===== config.mk =====
export PLATFORM = sky130hd
export DESIGN_NAME = wal_record_deframer_crc32
export DESIGN_NICKNAME = d
export VERILOG_FILES = /design/src/hw/rtl/wrd_pkg.sv /design/src/hw/rtl/wrd_in_stage.sv /design/src/hw/rtl/wrd_parser.sv /design/src/hw/rtl/wrd_out_stage.sv /design/src/hw/rtl/wal_record_deframer_crc32.sv
export VERILOG_INCLUDE_DIRS = /design/src /design/src/hw/rtl
export SDC_FILE = /design/constraint.sdc
export NUM_CORES = 1
export LEC_CHECK = 0
export ABC_AREA = 1
export BUFFER_PORTS_ARGS = -buffer_cell sky130_fd_sc_hd__clkbuf_2
export CORE_MARGIN = 4
export CORE_UTILIZATION = 50
export DETAILED_ROUTE_END_ITERATION = 7
export GPL_ROUTABILITY_DRIVEN = 0
export PLACE_DENSITY = 0.71
export SLEW_MARGIN = 20
export SYNTH_ARGS = -nofsm -noshare
export SYNTH_HDL_FRONTEND = slang
export SYNTH_SLANG_ARGS = --single-unit

===== constraint.sdc =====
create_clock -name clk -period 12 [get_ports clk]
set_clock_uncertainty 0.1 [all_clocks]
set_input_delay 0.6 -clock clk [delete_from_list [all_inputs] [get_ports clk]]
set_output_delay 0.6 -clock clk [all_outputs]
set_load 0.03 [all_outputs]

===== src/hw/rtl/assert_macros.svh =====
// Assertion macros used by the deframer parser; empty when building for synthesis.
`ifndef ASSERT_MACROS_SVH
`define ASSERT_MACROS_SVH

`ifndef SYNTHESIS

// Same-cycle implication, disabled while reset is asserted.
`define WRD_ASSERT_IMP(lbl, clk, rstn, ante, cons) \
  lbl: assert property (@(posedge clk) disable iff (!rstn) (ante) |-> (cons)) \
    else $error("implication check failed");

// Next-cycle implication, disabled while reset is asserted.
`define WRD_ASSERT_NXT(lbl, clk, rstn, ante, cons) \
  lbl: assert property (@(posedge clk) disable iff (!rstn) (ante) |=> (cons)) \
    else $error("next-cycle check failed");

`else

`define WRD_ASSERT_IMP(lbl, clk, rstn, ante, cons)
`define WRD_ASSERT_NXT(lbl, clk, rstn, ante, cons)

`endif

`endif


===== src/hw/rtl/wrd_pkg.sv =====
// Shared types, constants and the CRC-32 byte function of the log record deframer.
`timescale 1ns / 1ps

package wrd_pkg;

  localparam int unsigned OUT_OFFSET_W = 48;

  localparam logic [31:0] CRC_INIT = 32'hFFFF_FFFF;
  localparam logic [31:0] CRC_POLY = 32'hEDB8_8320;
  localparam logic [31:0] MAX_LEN_RESET = 32'h0400_0000;

  localparam logic [7:0] MAGIC_BYTES [4] = '{8'h46, 8'h4D, 8'h57, 8'h31};
  localparam logic [7:0] CHAR_UPDATE = 8'h55;
  localparam logic [7:0] CHAR_DELETE = 8'h44;
  localparam logic [7:0] CHAR_TAB = 8'h09;

  localparam logic KIND_RECORD = 1'b0;
  localparam logic KIND_FINAL = 1'b1;
  localparam logic OP_UPDATE = 1'b0;
  localparam logic OP_DELETE = 1'b1;

  typedef enum logic [2:0] {
    PH_MAGIC    = 3'd0,
    PH_BADMAGIC = 3'd1,
    PH_LEN      = 3'd2,
    PH_PAYLOAD  = 3'd3,
    PH_CRC      = 3'd4,
    PH_FAULT    = 3'd5
  } phase_t;

  typedef enum logic [1:0] {
    ST_EMPTY     = 2'd0,
    ST_CLEAN     = 2'd1,
    ST_BAD_MAGIC = 2'd2,
    ST_CORRUPT   = 2'd3
  } status_t;

  typedef struct packed {
    logic       eof;
    logic [7:0] data;
  } item_t;

  typedef struct packed {
    logic                    kind;
    logic                    op;
    logic [31:0]             length;
    status_t                 status;
    logic [OUT_OFFSET_W-1:0] offset;
  } res_t;

  // Reflected CRC-32 update by one byte, one polynomial step per bit.
  function automatic logic [31:0] crc32_byte(logic [31:0] crc, logic [7:0] b);
    logic [31:0] c;
    c = crc ^ {24'd0, b};
    for (int i = 0; i < 8; i++) begin
      c = c[0] ? ((c >> 1) ^ CRC_POLY) : (c >> 1);
    end
    return c;
  endfunction

endpackage


===== src/hw/rtl/wrd_in_stage.sv =====
// Input register of the deframer: holds one incoming transfer until the parser takes it.
`timescale 1ns / 1ps

module wrd_in_stage (
  input  logic          clk,
  input  logic          rst_n,
  input  logic          in_valid,
  output logic          in_stall,
  input  logic [7:0]    in_data_byte,
  input  logic          in_end_of_file,
  input  logic          advance,
  output logic          item_valid,
  output wrd_pkg::item_t item
);

  logic           valid_r;
  logic           valid_nxt;
  wrd_pkg::item_t item_r;
  logic           load;

  // The register refills whenever it is empty or its content moves on this cycle.
  assign load     = !valid_r || advance;
  assign in_stall = !load;

  always_comb begin
    valid_nxt = valid_r;
    if (load) begin
      valid_nxt = in_valid;
    end
  end

  always_ff @(posedge clk) begin
    if (!rst_n) begin
      valid_r <= 1'b0;
    end else begin
      valid_r <= valid_nxt;
    end
  end

  always_ff @(posedge clk) begin
    if (load && in_valid) begin
      item_r.eof  <= in_end_of_file;
      item_r.data <= in_data_byte;
    end
  end

  assign item_valid = valid_r;
  assign item       = item_r;

endmodule


===== src/hw/rtl/wrd_parser.sv =====
// Record parser: magic check, length, payload CRC, trailer check and final status.
`timescale 1ns / 1ps
`include "assert_macros.svh"

module wrd_parser #(
  parameter int unsigned OFFSET_BITS = 48
) (
  input  logic           clk,
  input  logic           rst_n,
  input  logic           item_valid,
  input  wrd_pkg::item_t item,
  input  logic           advance,
  input  logic [31:0]    max_len,
  output logic           res_valid,
  output wrd_pkg::res_t  res
);

  wrd_pkg::phase_t        phase_r, phase_nxt;
  logic [31:0]            field_count_r, field_count_nxt;
  logic [31:0]            length_word_r, length_word_nxt;
  logic [31:0]            running_crc_r, running_crc_nxt;
  logic [31:0]            stored_crc_r, stored_crc_nxt;
  logic [7:0]             op_byte_r, op_byte_nxt;
  logic                   tab_seen_r, tab_seen_nxt;
  logic                   seen_any_r, seen_any_nxt;
  logic [OFFSET_BITS-1:0] last_good_r, last_good_nxt;

  logic                   take;
  logic [31:0]            byte_shifted;
  logic [31:0]            length_asm;
  logic [31:0]            stored_asm;
  logic [31:0]            crc_upd;
  logic [32:0]            count_inc;
  logic [OFFSET_BITS-1:0] next_good;
  logic [63:0]            good_wide;
  logic [63:0]            end_wide;

  assign take         = item_valid && advance;
  assign byte_shifted = {24'd0, item.data} << {field_count_r[1:0], 3'b000};
  assign length_asm   = length_word_r | byte_shifted;
  assign stored_asm   = stored_crc_r | byte_shifted;
  assign crc_upd      = wrd_pkg::crc32_byte(running_crc_r, item.data);
  assign count_inc    = {1'b0, field_count_r} + 33'd1;
  assign next_good    = last_good_r + OFFSET_BITS'(8) + OFFSET_BITS'(length_word_r);
  assign good_wide    = 64'(last_good_r);
  assign end_wide     = 64'(next_good);

  always_comb begin
    phase_nxt       = phase_r;
    field_count_nxt = field_count_r;
    length_word_nxt = length_word_r;
    running_crc_nxt = running_crc_r;
    stored_crc_nxt  = stored_crc_r;
    op_byte_nxt     = op_byte_r;
    tab_seen_nxt    = tab_seen_r;
    seen_any_nxt    = seen_any_r;
    last_good_nxt   = last_good_r;
    res_valid       = 1'b0;
    res             = '0;

    if (take && item.eof) begin
      res_valid  = 1'b1;
      res.kind   = wrd_pkg::KIND_FINAL;
      res.offset = good_wide[wrd_pkg::OUT_OFFSET_W-1:0];
      case (phase_r)
        wrd_pkg::PH_MAGIC: begin
          res.status = seen_any_r ? wrd_pkg::ST_BAD_MAGIC : wrd_pkg::ST_EMPTY;
          res.offset = '0;
        end
        wrd_pkg::PH_BADMAGIC: begin
          res.status = wrd_pkg::ST_BAD_MAGIC;
          res.offset = '0;
        end
        wrd_pkg::PH_LEN: begin
          res.status = (field_count_r == 32'd0) ? wrd_pkg::ST_CLEAN : wrd_pkg::ST_CORRUPT;
        end
        default: begin
          res.status = wrd_pkg::ST_CORRUPT;
        end
      endcase
      // The final report rearms the parser for the next file.
      phase_nxt       = wrd_pkg::PH_MAGIC;
      field_count_nxt = '0;
      length_word_nxt = '0;
      running_crc_nxt = wrd_pkg::CRC_INIT;
      stored_crc_nxt  = '0;
      op_byte_nxt     = '0;
      tab_seen_nxt    = 1'b0;
      seen_any_nxt    = 1'b0;
      last_good_nxt   = OFFSET_BITS'(4);
    end else if (take) begin
      seen_any_nxt = 1'b1;
      case (phase_r)
        wrd_pkg::PH_MAGIC: begin
          if (item.data != wrd_pkg::MAGIC_BYTES[field_count_r[1:0]]) begin
            phase_nxt = wrd_pkg::PH_BADMAGIC;
          end else if (field_count_r >= 32'd3) begin
            phase_nxt       = wrd_pkg::PH_LEN;
            field_count_nxt = '0;
            length_word_nxt = '0;
            running_crc_nxt = wrd_pkg::CRC_INIT;
            stored_crc_nxt  = '0;
            op_byte_nxt     = '0;
            tab_seen_nxt    = 1'b0;
          end else begin
            field_count_nxt = count_inc[31:0];
          end
        end
        wrd_pkg::PH_LEN: begin
          length_word_nxt = length_asm;
          if (field_count_r < 32'd3) begin
            field_count_nxt = count_inc[31:0];
          end else begin
            field_count_nxt = '0;
            if (length_asm > max_len) begin
              phase_nxt = wrd_pkg::PH_FAULT;
            end else if (length_asm == 32'd0) begin
              phase_nxt = wrd_pkg::PH_CRC;
            end else begin
              phase_nxt = wrd_pkg::PH_PAYLOAD;
            end
          end
        end
        wrd_pkg::PH_PAYLOAD: begin
          running_crc_nxt = crc_upd;
          if (field_count_r == 32'd0) begin
            op_byte_nxt = item.data;
          end else if (field_count_r == 32'd1) begin
            tab_seen_nxt = (item.data == wrd_pkg::CHAR_TAB);
          end
          field_count_nxt = count_inc[31:0];
          if (count_inc >= {1'b0, length_word_r}) begin
            field_count_nxt = '0;
            phase_nxt       = wrd_pkg::PH_CRC;
          end
        end
        wrd_pkg::PH_CRC: begin
          stored_crc_nxt = stored_asm;
          if (field_count_r < 32'd3) begin
            field_count_nxt = count_inc[31:0];
          end else if (stored_asm != ~running_crc_r || !tab_seen_r ||
                       (op_byte_r != wrd_pkg::CHAR_UPDATE &&
                        op_byte_r != wrd_pkg::CHAR_DELETE)) begin
            phase_nxt = wrd_pkg::PH_FAULT;
          end else begin
            res_valid  = 1'b1;
            res.kind   = wrd_pkg::KIND_RECORD;
            res.op     = (op_byte_r == wrd_pkg::CHAR_DELETE) ?
                         wrd_pkg::OP_DELETE : wrd_pkg::OP_UPDATE;
            res.length = length_word_r;
            res.status = wrd_pkg::ST_EMPTY;
            res.offset = end_wide[wrd_pkg::OUT_OFFSET_W-1:0];
            last_good_nxt   = next_good;
            phase_nxt       = wrd_pkg::PH_LEN;
            field_count_nxt = '0;
            length_word_nxt = '0;
            running_crc_nxt = wrd_pkg::CRC_INIT;
            stored_crc_nxt  = '0;
            op_byte_nxt     = '0;
            tab_seen_nxt    = 1'b0;
          end
        end
        default: begin
          // Bad magic, fault and unused codes ignore every byte.
        end
      endcase
    end
  end

  always_ff @(posedge clk) begin
    if (!rst_n) begin
      phase_r       <= wrd_pkg::PH_MAGIC;
      field_count_r <= '0;
      length_word_r <= '0;
      running_crc_r <= wrd_pkg::CRC_INIT;
      stored_crc_r  <= '0;
      op_byte_r     <= '0;
      tab_seen_r    <= 1'b0;
      seen_any_r    <= 1'b0;
      last_good_r   <= OFFSET_BITS'(4);
    end else begin
      phase_r       <= phase_nxt;
      field_count_r <= field_count_nxt;
      length_word_r <= length_word_nxt;
      running_crc_r <= running_crc_nxt;
      stored_crc_r  <= stored_crc_nxt;
      op_byte_r     <= op_byte_nxt;
      tab_seen_r    <= tab_seen_nxt;
      seen_any_r    <= seen_any_nxt;
      last_good_r   <= last_good_nxt;
    end
  end

  `WRD_ASSERT_NXT(a_eof_rearms, clk, rst_n, take && item.eof, phase_r == wrd_pkg::PH_MAGIC)
  `WRD_ASSERT_NXT(a_fault_sticky, clk, rst_n, phase_r == wrd_pkg::PH_FAULT && !(take && item.eof), phase_r == wrd_pkg::PH_FAULT)
  `WRD_ASSERT_IMP(a_record_from_crc, clk, rst_n, res_valid && res.kind == wrd_pkg::KIND_RECORD, phase_r == wrd_pkg::PH_CRC && field_count_r == 32'd3)
  `WRD_ASSERT_IMP(a_len_count, clk, rst_n, phase_r == wrd_pkg::PH_LEN || phase_r == wrd_pkg::PH_MAGIC, field_count_r < 32'd4)

endmodule


===== src/hw/rtl/wrd_out_stage.sv =====
// Result register of the deframer: holds one result until the downstream side takes it.
`timescale 1ns / 1ps

module wrd_out_stage (
  input  logic                                 clk,
  input  logic                                 rst_n,
  input  logic                                 res_valid,
  input  wrd_pkg::res_t                        res,
  output logic                                 advance,
  output logic                                 out_valid,
  input  logic                                 out_stall,
  output logic                                 out_kind,
  output logic                                 out_record_op,
  output logic [31:0]                          out_payload_length,
  output logic [1:0]                           out_final_status,
  output logic [wrd_pkg::OUT_OFFSET_W-1:0]     out_good_offset
);

  logic          valid_r;
  logic          valid_nxt;
  wrd_pkg::res_t res_r;

  // The parser may step whenever this register is free or is emptied in this cycle.
  assign advance = !valid_r || !out_stall;

  always_comb begin
    valid_nxt = valid_r;
    if (advance) begin
      valid_nxt = res_valid;
    end
  end

  always_ff @(posedge clk) begin
    if (!rst_n) begin
      valid_r <= 1'b0;
    end else begin
      valid_r <= valid_nxt;
    end
  end

  always_ff @(posedge clk) begin
    if (advance && res_valid) begin
      res_r <= res;
    end
  end

  assign out_valid          = valid_r;
  assign out_kind           = res_r.kind;
  assign out_record_op      = res_r.op;
  assign out_payload_length = res_r.length;
  assign out_final_status   = res_r.status;
  assign out_good_offset    = res_r.offset;

endmodule


===== src/hw/rtl/wal_record_deframer_crc32.sv =====
// Top level of the write-ahead-log record deframer with CRC-32 check.
`timescale 1ns / 1ps

// The block takes a log file one byte per transfer, followed by one transfer with
// in_end_of_file set. The file must open with the magic "FMW1"; records follow, each a
// little-endian 32-bit length, the payload and a little-endian CRC-32 of the payload
// (reflected, init all ones, final invert). A record whose length is at most the
// configured limit, whose CRC matches, whose first byte is 'U' or 'D' and whose second
// byte is a tab produces one record transfer with its op, length and the file offset just
// after it. The first fault freezes parsing until end of file. The end-of-file transfer
// always produces one final status transfer (empty, clean, bad magic with offset zero, or
// corrupt tail with the last good offset) and rearms the block for a new file; the limit
// register keeps its value. The block accepts one byte per clock cycle when the result
// side is not stalling; a result is offered once its byte has passed the input register,
// where the parser works on it, and the result register has loaded. That rate is set by
// the parser, which applies the CRC-32 byte update and all field checks combinationally.
// No clearing pass is needed after reset. The configuration channel is always ready, and
// the limit must be written only while no transfer is in flight.

module wal_record_deframer_crc32 #(
  parameter int unsigned OFFSET_BITS = 48
) (
  input  logic                             clk,
  input  logic                             rst_n,
  input  logic                             cfg_valid,
  output logic                             cfg_ready,
  input  logic [31:0]                      cfg_data,
  input  logic                             in_valid,
  output logic                             in_stall,
  input  logic [7:0]                       in_data_byte,
  input  logic                             in_end_of_file,
  output logic                             out_valid,
  input  logic                             out_stall,
  output logic                             out_kind,
  output logic                             out_record_op,
  output logic [31:0]                      out_payload_length,
  output logic [1:0]                       out_final_status,
  output logic [wrd_pkg::OUT_OFFSET_W-1:0] out_good_offset
);

  logic [31:0]    max_len_r;
  logic [31:0]    max_len_nxt;
  logic           advance;
  logic           item_valid;
  wrd_pkg::item_t item;
  logic           res_valid;
  wrd_pkg::res_t  res;

  // The limit register takes a write transfer in any cycle.
  assign cfg_ready = 1'b1;

  always_comb begin
    max_len_nxt = max_len_r;
    if (cfg_valid && cfg_ready) begin
      max_len_nxt = cfg_data;
    end
  end

  always_ff @(posedge clk) begin
    if (!rst_n) begin
      max_len_r <= wrd_pkg::MAX_LEN_RESET;
    end else begin
      max_len_r <= max_len_nxt;
    end
  end

  // Input register: stalls upstream only while it is full and cannot move on.
  wrd_in_stage u_in_stage (
    .clk            (clk),
    .rst_n          (rst_n),
    .in_valid       (in_valid),
    .in_stall       (in_stall),
    .in_data_byte   (in_data_byte),
    .in_end_of_file (in_end_of_file),
    .advance        (advance),
    .item_valid     (item_valid),
    .item           (item)
  );

  // Parser: consumes the registered byte and computes the next parse state combinationally.
  wrd_parser #(
    .OFFSET_BITS (OFFSET_BITS)
  ) u_parser (
    .clk        (clk),
    .rst_n      (rst_n),
    .item_valid (item_valid),
    .item       (item),
    .advance    (advance),
    .max_len    (max_len_r),
    .res_valid  (res_valid),
    .res        (res)
  );

  // Result register: decides when the pipeline may step.
  wrd_out_stage u_out_stage (
    .clk                (clk),
    .rst_n              (rst_n),
    .res_valid          (res_valid),
    .res                (res),
    .advance            (advance),
    .out_valid          (out_valid),
    .out_stall          (out_stall),
    .out_kind           (out_kind),
    .out_record_op      (out_record_op),
    .out_payload_length (out_payload_length),
    .out_final_status   (out_final_status),
    .out_good_offset    (out_good_offset)
  );

endmodule

==> qor.tcl, run 1 <==
set qor(synthToLayoutAreaGrowth_pct) 11.14
set qor(cts_setup_buffers) 0
set qor(synthDominantCellAreaShare_pct) 22.14
set qor(synth_edf_count) 93
set qor(numClockSinks) 316
set qor(post_synth_inst_count) 2918
set qor(timing_hold_violations_final) 0
set qor(vdd_ir_drop_max_v) 0.00009512
set qor(detailedRoute.firstPassIterationCount) 6
set qor(crit_top_cell) {nand2_1}
set qor(clock_tree.buffer_depth) 3
set qor(cp.required_ps) 12340
set qor(drc) 0
set qor(avgSynthCellArea_um2) 6.910
set qor(cell_types_occupying_the_most_area_after_synthesis) {dfxtp_1, edfxtp_1, nand2_1}
set qor(grt_antenna_before_repair) 0
set qor(initial_core_util_pct) 50.63
set qor(global_route.usage.total_pct) 28.59
set qor(crit_type) {reg2reg}
set qor(max-cap-violations) 0
set qor(post-synth-top-area-cell) {dfxtp_1}
set qor(drive_gt1_share_pct) 8.152
set qor(start_kind) {flop}
set qor(detailroute.via_count) 20300
set qor(postRouteWirelength_mm) 64.55
set qor(min_path_type) {in2reg}
set qor(cts_tree) {yes}
set qor(detail_route.wl_per_cell_um) 18.16
set qor(route.detailed.vias_per_inst) 5.711
set qor(die-width_um) 208.8
set qor(htree_levels) 2
set qor(p_leak_nw) 10.45
set qor(r2r-start) {u_parser.field_count_r[1]$_SDFFE_PP0P_}
set qor(ys_top_cells_by_count) {nand2_1, inv_1, nor2_1}
set qor(grt_setup_unrepaired) {no}
set qor(design.core.area_um2) 39820
set qor(die-area_um2) 43600
set qor(report.final.slew_viol_count) 0
set qor(mappedNetlistArea_um2) 20160
set qor(depth_of_the_worst_register_to_register_path) 23
set qor(worst_slew_margin_rel_pct) 29.27
set qor(first_global_vias) 18750
set qor(insertion_delay_ps) 560
set qor(achievable_freq_ghz) 0.2074
set qor(critPathMaxStageDelay_ps) 810
set qor(ys_ff_latch) 316
set qor(dieHeight_um) 208.8
set qor(numPortBuffers) 131
set qor(cp_cell_sequence) {ha_1 -> nand2_1 -> nor3_1 -> nand3_1 -> nor2_1 -> nand3_1 -> nor2_1 -> xor2_1 -> inv_1 -> ha_1 -> nand4_1 -> nand3b_1 -> a21oi_1 -> nand2_1 -> nand2_1 -> nand2_1 -> nand2_1 -> nand2_1 -> nand2_1 -> o21ai_2 -> buf_4 -> a21oi_1 -> nor2_1}
set qor(worst-path-stages) 23
set qor(slowest_stage) {dfxtp_1}
set qor(grt_max_degree) 100
set qor(drtAntennaViolNets) 0
set qor(ys.warnings.count) 0
set qor(net_count_after_synthesis) 3098
set qor(grt_overflow) 0
set qor(regToRegEndpoint) {u_parser.field_count_r[11]$_SDFFE_PP0P_}
set qor(cp-end-kind) {flop}
set qor(postPlaceCellArea_um2) 21250
set qor(synth-seq-area-share_pct) 35.99
set qor(hold_ws_ps) 116.7
set qor(ys.flop_type) {dfxtp_1}
set qor(n_antenna_cell) 0
set qor(worst-r2r-setup-slack_ps) 7180
set qor(layout_min_cycle_time_ps) 4821
set qor(design.final.nets) 3182
set qor(clock_tree.root_cell) {clkbuf_16}
set qor(final_min_period_over_clock_period_pct) 40.18
set qor(powerDensity_nw_per_um2) 116.2
set qor(boundaryPins) 133
set qor(numCtsBuffers) 37
set qor(post_cts_resize_count) 0
set qor(final_area_um2) 22410
set qor(floorplan_row_count) 73
set qor(async_reset_ff_share_pct) 0
set qor(worst-slew-pin-transition_ps) 1061
set qor(buffers_inverters_on_critical_path) 2
set qor(path_clk_slew_ps) 60
set qor(run_status) {completed}
set qor(setup_total_negative_slack_ps) 0
set qor(largest_driver_fanout_on_the_critical_path) 31
set qor(grt_pass1_wl_mm) 101.5
set qor(most_common_cell_in_the_netlist) {nand2_1}
set qor(hold-path-endpoint) {u_in_stage.item[0]$_DFFE_PP_}
set qor(critical_path_arrival_ps) 5160
set qor(drt_iter0_markers) 2030
set qor(dp_hpwl_mm) 48.91
set qor(timing.final.setup_violations) 0
set qor(cts_hold_buffers) 0
set qor(worstHoldStart) {in_data_byte[0]}
set qor(synth_cell_types) 41
set qor(path_delay_family) {simple AND/OR/NAND/NOR gates}
set qor(hold_path_depth) 1
## power breakdown
part | internal, mW | total, mW | switching (mW)
Sequential | 1.12 | 1.15 | 0.0258
Clock | 0.619 | 1.07 | 0.456
Combinational | 0.112 | 0.379 | 0.267
## area by class of cell
type / instances / area (µm²)
multi-input cells: 2138 / 11210
flip-flops and latches: 316 / 7257
clock inverters: 15 / 113.9
repair buffers: 151 / 805.8
inverters: 358 / 1344
fillers: 3853 / 17410
well taps: 525 / 656.9
clock buffers: 52 / 1022
## cells by family (layout without fill, tap and decap cells)
group / count (synthesis) / count (layout) / synth area share (%)
buffers and inverters: 464 / 576 / 8.855
XOR/XNOR: 102 / 102 / 4.468
adder cells (fa/ha/maj): 134 / 134 / 8.352
flip-flops: 316 / 316 / 35.99
other: 1 / 1 / 0.01860
AND/OR/NAND/NOR: 1341 / 1341 / 27.84
AO/OA/AOI/OAI: 560 / 560 / 14.48
## metal layers
metal / up-vias / wire length [µm] / share of wire (%) / GRT usage [%]
met2: 969 / 28400 / 44 / 44.58
met4: 0 / 3701 / 5.7 / 14.00
met5: - / 0 / 0 / 0
met3: 213 / 5997 / 9.3 / 5.435
met1: 9326 / 26450 / 41 / 38.26
li1: 9796 / - / - / -
## state kept, by name, summed over array words and instances, names as in the netlist
signal and flops:
u_parser.phase_r 3, u_out_stage.out_good_offset 48, u_parser.length_word_r 32, u_parser.op_byte_r 8, u_out_stage.out_record_op 1, u_parser.last_good_r 48
u_in_stage.item 9, max_len_r 32, u_parser.field_count_r 32, u_parser.seen_any_r 1, u_out_stage.out_valid 1, u_parser.tab_seen_r 1
u_parser.stored_crc_r 32, u_parser.running_crc_r 32, u_out_stage.out_kind 1, u_in_stage.item_valid 1, u_out_stage.out_final_status 2, u_out_stage.out_payload_length 32
## per-stage QoR
stage / worst slack, ps / util (%) / power, mW / std cells
after floorplan: 7634 / - / 1.433 / 2918
after global placement: 7151 / 53.36 / 1.534 / 3488
after detailed placement: 7063 / 53.36 / 1.541 / 3488
after CTS: 7057 / 56.21 / 2.614 / 3555
after global routing: 6807 / 56.27 / 2.711 / 3555
final: 7179 / 56.27 / 2.604 / 3555
## worst max-delay path by stage
stage / from / endpoint / slack, ps
after floorplan: u_parser.field_count_r[1]$_SDFFE_PP0P_ / u_out_stage.out_final_status[0]$_SDFFCE_PN0P_ / 7630
after global placement: u_parser.field_count_r[1]$_SDFFE_PP0P_ / u_out_stage.out_good_offset[15]$_DFFE_PP_ / 7150
after detailed placement: u_parser.field_count_r[1]$_SDFFE_PP0P_ / u_out_stage.out_good_offset[28]$_DFFE_PP_ / 7060
after CTS: u_parser.field_count_r[1]$_SDFFE_PP0P_ / u_out_stage.out_good_offset[44]$_DFFE_PP_ / 7060
after global routing: u_parser.field_count_r[1]$_SDFFE_PP0P_ / u_parser.field_count_r[9]$_SDFFE_PP0P_ / 6810
final: u_parser.field_count_r[1]$_SDFFE_PP0P_ / u_parser.field_count_r[11]$_SDFFE_PP0P_ / 7180
## layout by cell type (no fill, tap or decap), drive strengths merged, types with 11 or more instances in the layout
| master | count |
|---|---|
| a21oi | 282 |
| buf | 20 |
| clkbuf | 183 |
| clkinv | 11 |
| dfxtp | 223 |
| edfxtp | 93 |
| ha | 133 |
| inv | 360 |
| nand2 | 737 |
| nand3 | 126 |
| nand4 | 97 |
| nor2 | 302 |
| nor3 | 42 |
| nor4 | 13 |
| o211ai | 30 |
| o21ai | 232 |
| or2 | 17 |
| xnor2 | 26 |
| xor2 | 76 |
Note: power is estimated with default switching activity, not from simulation.
==> run 2: changes to the inputs <==
==> constraint.sdc (replaced) <==
create_clock -name clk -period 4.6 [get_ports clk]
set_clock_uncertainty 0.1 [all_clocks]
set_input_delay 0.23 -clock clk [delete_from_list [all_inputs] [get_ports clk]]
set_output_delay 0.23 -clock clk [all_outputs]
set_load 0.03 [all_outputs]
==> run 2 against run 1 <==
Largest power group is now the clock network. Count of clock-buffer cells in the layout fell by 6. Wire length fell by 0.26%. Sequential share of layout area fell by 0.92 points.
==> qor.tcl, run 2 (synthesis results as in run 1) <==
set qor(layout_min_cycle_time_ps) 4141 ;# was 4821 ps
set qor(detail_route.wl_per_cell_um) 17.82 ;# was 18.16 µm
set qor(cts_tree) {yes} ;# unchanged
set qor(max-cap-violations) 0 ;# unchanged
set qor(final_cells) 3612 ;# was 3555
set qor(drt_iter0_markers) 1996 ;# was 2030
set qor(numClockSinks) 316 ;# unchanged
set qor(intPower_mw) 5.057 ;# was 1.855 mW
set qor(p_leak_nw) 10.72 ;# was 10.45 nW
set qor(achievable_freq_ghz) 0.2415 ;# was 0.2074 GHz
set qor(layout_setup_ws_ps) 459.0 ;# was 7179 ps
set qor(hold_ws_ps) 82.29 ;# was 116.7 ps
set qor(min_path_type) {in2reg} ;# unchanged
set qor(layout.cells.most_common) {nand2_1} ;# unchanged
set qor(report.final.slew_viol_count) 0 ;# unchanged
set qor(worst_slew_margin_rel_pct) 24.34 ;# was 29.27%
set qor(num-fill-cells) 3772 ;# was 3853
set qor(worst-slew-pin-transition_ps) 1135 ;# was 1061 ps
set qor(die-width_um) 208.8 ;# unchanged
set qor(numPortBuffers) 131 ;# unchanged
set qor(final_min_period_over_clock_period_pct) 90.02 ;# was 40.18%
set qor(run_status) {completed} ;# unchanged
set qor(timing.final.setup_violations) 0 ;# unchanged
set qor(drtAntennaViolNets) 0 ;# unchanged
set qor(boundaryPins) 133 ;# unchanged
set qor(detailedRoute.firstPassIterationCount) 7 ;# was 6
set qor(detailroute.via_count) 20380 ;# was 20300
set qor(comb_power_share_pct) 14.8 ;# was 14.5%
set qor(setup_total_negative_slack_ps) 0 ;# unchanged
set qor(cp.required_ps) 4940 ;# was 12340 ps
set qor(floorplan_row_count) 73 ;# unchanged
set qor(numCtsBuffers) 36 ;# was 37
set qor(dieHeight_um) 208.8 ;# unchanged
set qor(clock_tree.buffer_depth) 3 ;# unchanged
set qor(layout.area.seq_um2) 7257 ;# unchanged
set qor(timing_hold_violations_final) 0 ;# unchanged
set qor(route.detailed.vias_per_inst) 5.643 ;# was 5.711
set qor(htree_levels) 2 ;# unchanged
set qor(initial_core_util_pct) 50.63 ;# unchanged
set qor(dp_hpwl_mm) 48.64 ;# was 48.91 mm
set qor(post-place-ws_ps) 549.4 ;# was 7063 ps
set qor(netSwitchingPower_mw) 1.977 ;# was 0.7491 mW
set qor(design.core.area_um2) 39820 ;# unchanged
set qor(drc) 0 ;# unchanged
set qor(crit_type) {reg2reg} ;# unchanged
set qor(synthToLayoutAreaGrowth_pct) 14.37 ;# was 11.14%
set qor(critical_path_arrival_ps) 4480 ;# was 5160 ps
set qor(insertion_delay_ps) 570 ;# was 560 ps
set qor(grt_antenna_before_repair) 1 ;# was 0
set qor(largest_driver_fanout_on_the_critical_path) 31 ;# unchanged
set qor(die-area_um2) 43600 ;# unchanged
set qor(grt_max_degree) 104 ;# was 100
set qor(vdd_ir_drop_max_v) 0.0003264 ;# was 0.00009512 V
set qor(drive_gt1_share_pct) 8.555 ;# was 8.152%
set qor(power_frac_clock_pct) 42.7 ;# was 41.3%
set qor(postRouteWirelength_mm) 64.38 ;# was 64.55 mm
set qor(design.final.nets) 3240 ;# was 3182
set qor(start_kind) {flop} ;# unchanged
set qor(dp.cells) 3501 ;# was 3488
set qor(cp-end-kind) {flop} ;# unchanged
set qor(top_library_cells_by_usage_in_the_layout_fill_and_taps_aside) {nand2_1, inv_1, nor2_1} ;# unchanged
set qor(multi_input_comb_area_um2) 11200 ;# was 11210 µm²
set qor(power.sequential.fraction_pct) 42.5 ;# was 44.2%
set qor(cts_setup_buffers) 0 ;# unchanged
set qor(powerDensity_nw_per_um2) 305.0 ;# was 116.2 nW/µm²
set qor(global_route.usage.total_pct) 28.46 ;# was 28.59%
set qor(grt_pass1_wl_mm) 101.1 ;# was 101.5 mm
set qor(grt_overflow) 0 ;# unchanged
set qor(clock_tree.root_cell) {clkbuf_16} ;# unchanged
set qor(power.switching_fraction_pct) 28.11 ;# was 28.76%
set qor(first_global_vias) 19100 ;# was 18750
set qor(grt_setup_unrepaired) {no} ;# unchanged
set qor(path_clk_slew_ps) 70 ;# was 60 ps
==> run 2: cell types whose count changed in the layout (fill, tap and decap cells not counted), sizes merged <==
| cell | change |
|---|---|
| inv | -1 |
| buf | +13 |
| dlygate4sd3 | +46 |
| clkbuf | -6 |
| bufinv | +4 |
| clkinvlp | +1 |
| clkinv | -1 |
| diode | +1 |
==> run 2: area by class of cell <==
cell class | count | share of cell area, %
diodes | 1 | 0.01085
clock buffers | 46 | 4.243
clock inverters | 18 | 1.063
inverters | 358 | 5.833
multi-input cells | 2138 | 48.56
flip-flops and latches | 316 | 31.47
well taps | 525 | 2.848
repair buffers | 210 | 5.968
==> run 2: through the flow <==
stage / util (%) / power [mW] / instance area, µm²
global placement: 53.66 / 4.004 / 21370
finish: 57.91 / 7.035 / 23060
CTS: 57.89 / 7.046 / 23050
global route: 57.91 / 7.305 / 23060
detailed placement: 53.66 / 4.027 / 21370
floorplan: - / 3.742 / 20160
==> run 2: path summary, 6_finish.rpt <==
path	start	end	slack, ps	cells past startpoint
hold / removal	rst_n	u_out_stage.out_valid$_SDFFE_PN0P_	80	4
setup / recovery	u_parser.field_count_r[0]$_SDFFE_PP0P_	u_parser.field_count_r[24]$_SDFFE_PP0P_	460	23
setup reg to reg	u_parser.field_count_r[0]$_SDFFE_PP0P_	u_parser.field_count_r[24]$_SDFFE_PP0P_	460	23
hold reg to reg	max_len_r[7]$_SDFFE_PN0P_	max_len_r[7]$_SDFFE_PN0P_	370	2
==> run 2: power by group through the flow <==
stage          clock network [mW]  registers, mW  logic [mW]
4_1_cts                      3.04           2.99        1.02
3_5_place_dp                    0           3.05       0.978
2_1_floorplan                   0           3.06       0.684
3_3_place_gp                    0           3.05       0.958
5_1_grt                      3.16           3.00        1.15
6_report                     3.00           2.99        1.04
==> run 2: repair_timing <==
| action | in CTS | in global routing |
|---|---|---|
| hold buffers | 46 | 0 |
| resized for setup | 0 | 1 |
| endpoints found under the hold margin | 42 | 0 |
| endpoints found under the setup margin | 0 | 22 |
==> run 2: per-layer routing <==
layer / wire [µm] / GRT usage, % / up-vias
met1: 26500 / 36.82 / 9328
met2: 29280 / 46.47 / 934
met5: 0 / 0 / -
li1: - / - / 9917
met4: 3332 / 12.87 / 0
met3: 5266 / 5.300 / 202
==> run 2: worst max-delay path: stages (launching register included) <==
cell	delay, ps
dfxtp_1	340
ha_1	230
nand2_1	110
nor3_1	350
nand3_1	200
nor2_1	230
nand3_1	200
nor2_1	220
xor2_1	160
inv_1	70
ha_1	290
nand4_1	170
nand3b_1	210
a21oi_1	140
nand2_1	90
nand2_1	60
nand2_1	50
nand2_1	50
nand2_1	80
nand2_1	120
o21ai_2	60
buf_4	250
a21oi_1	180
nor2_1	50
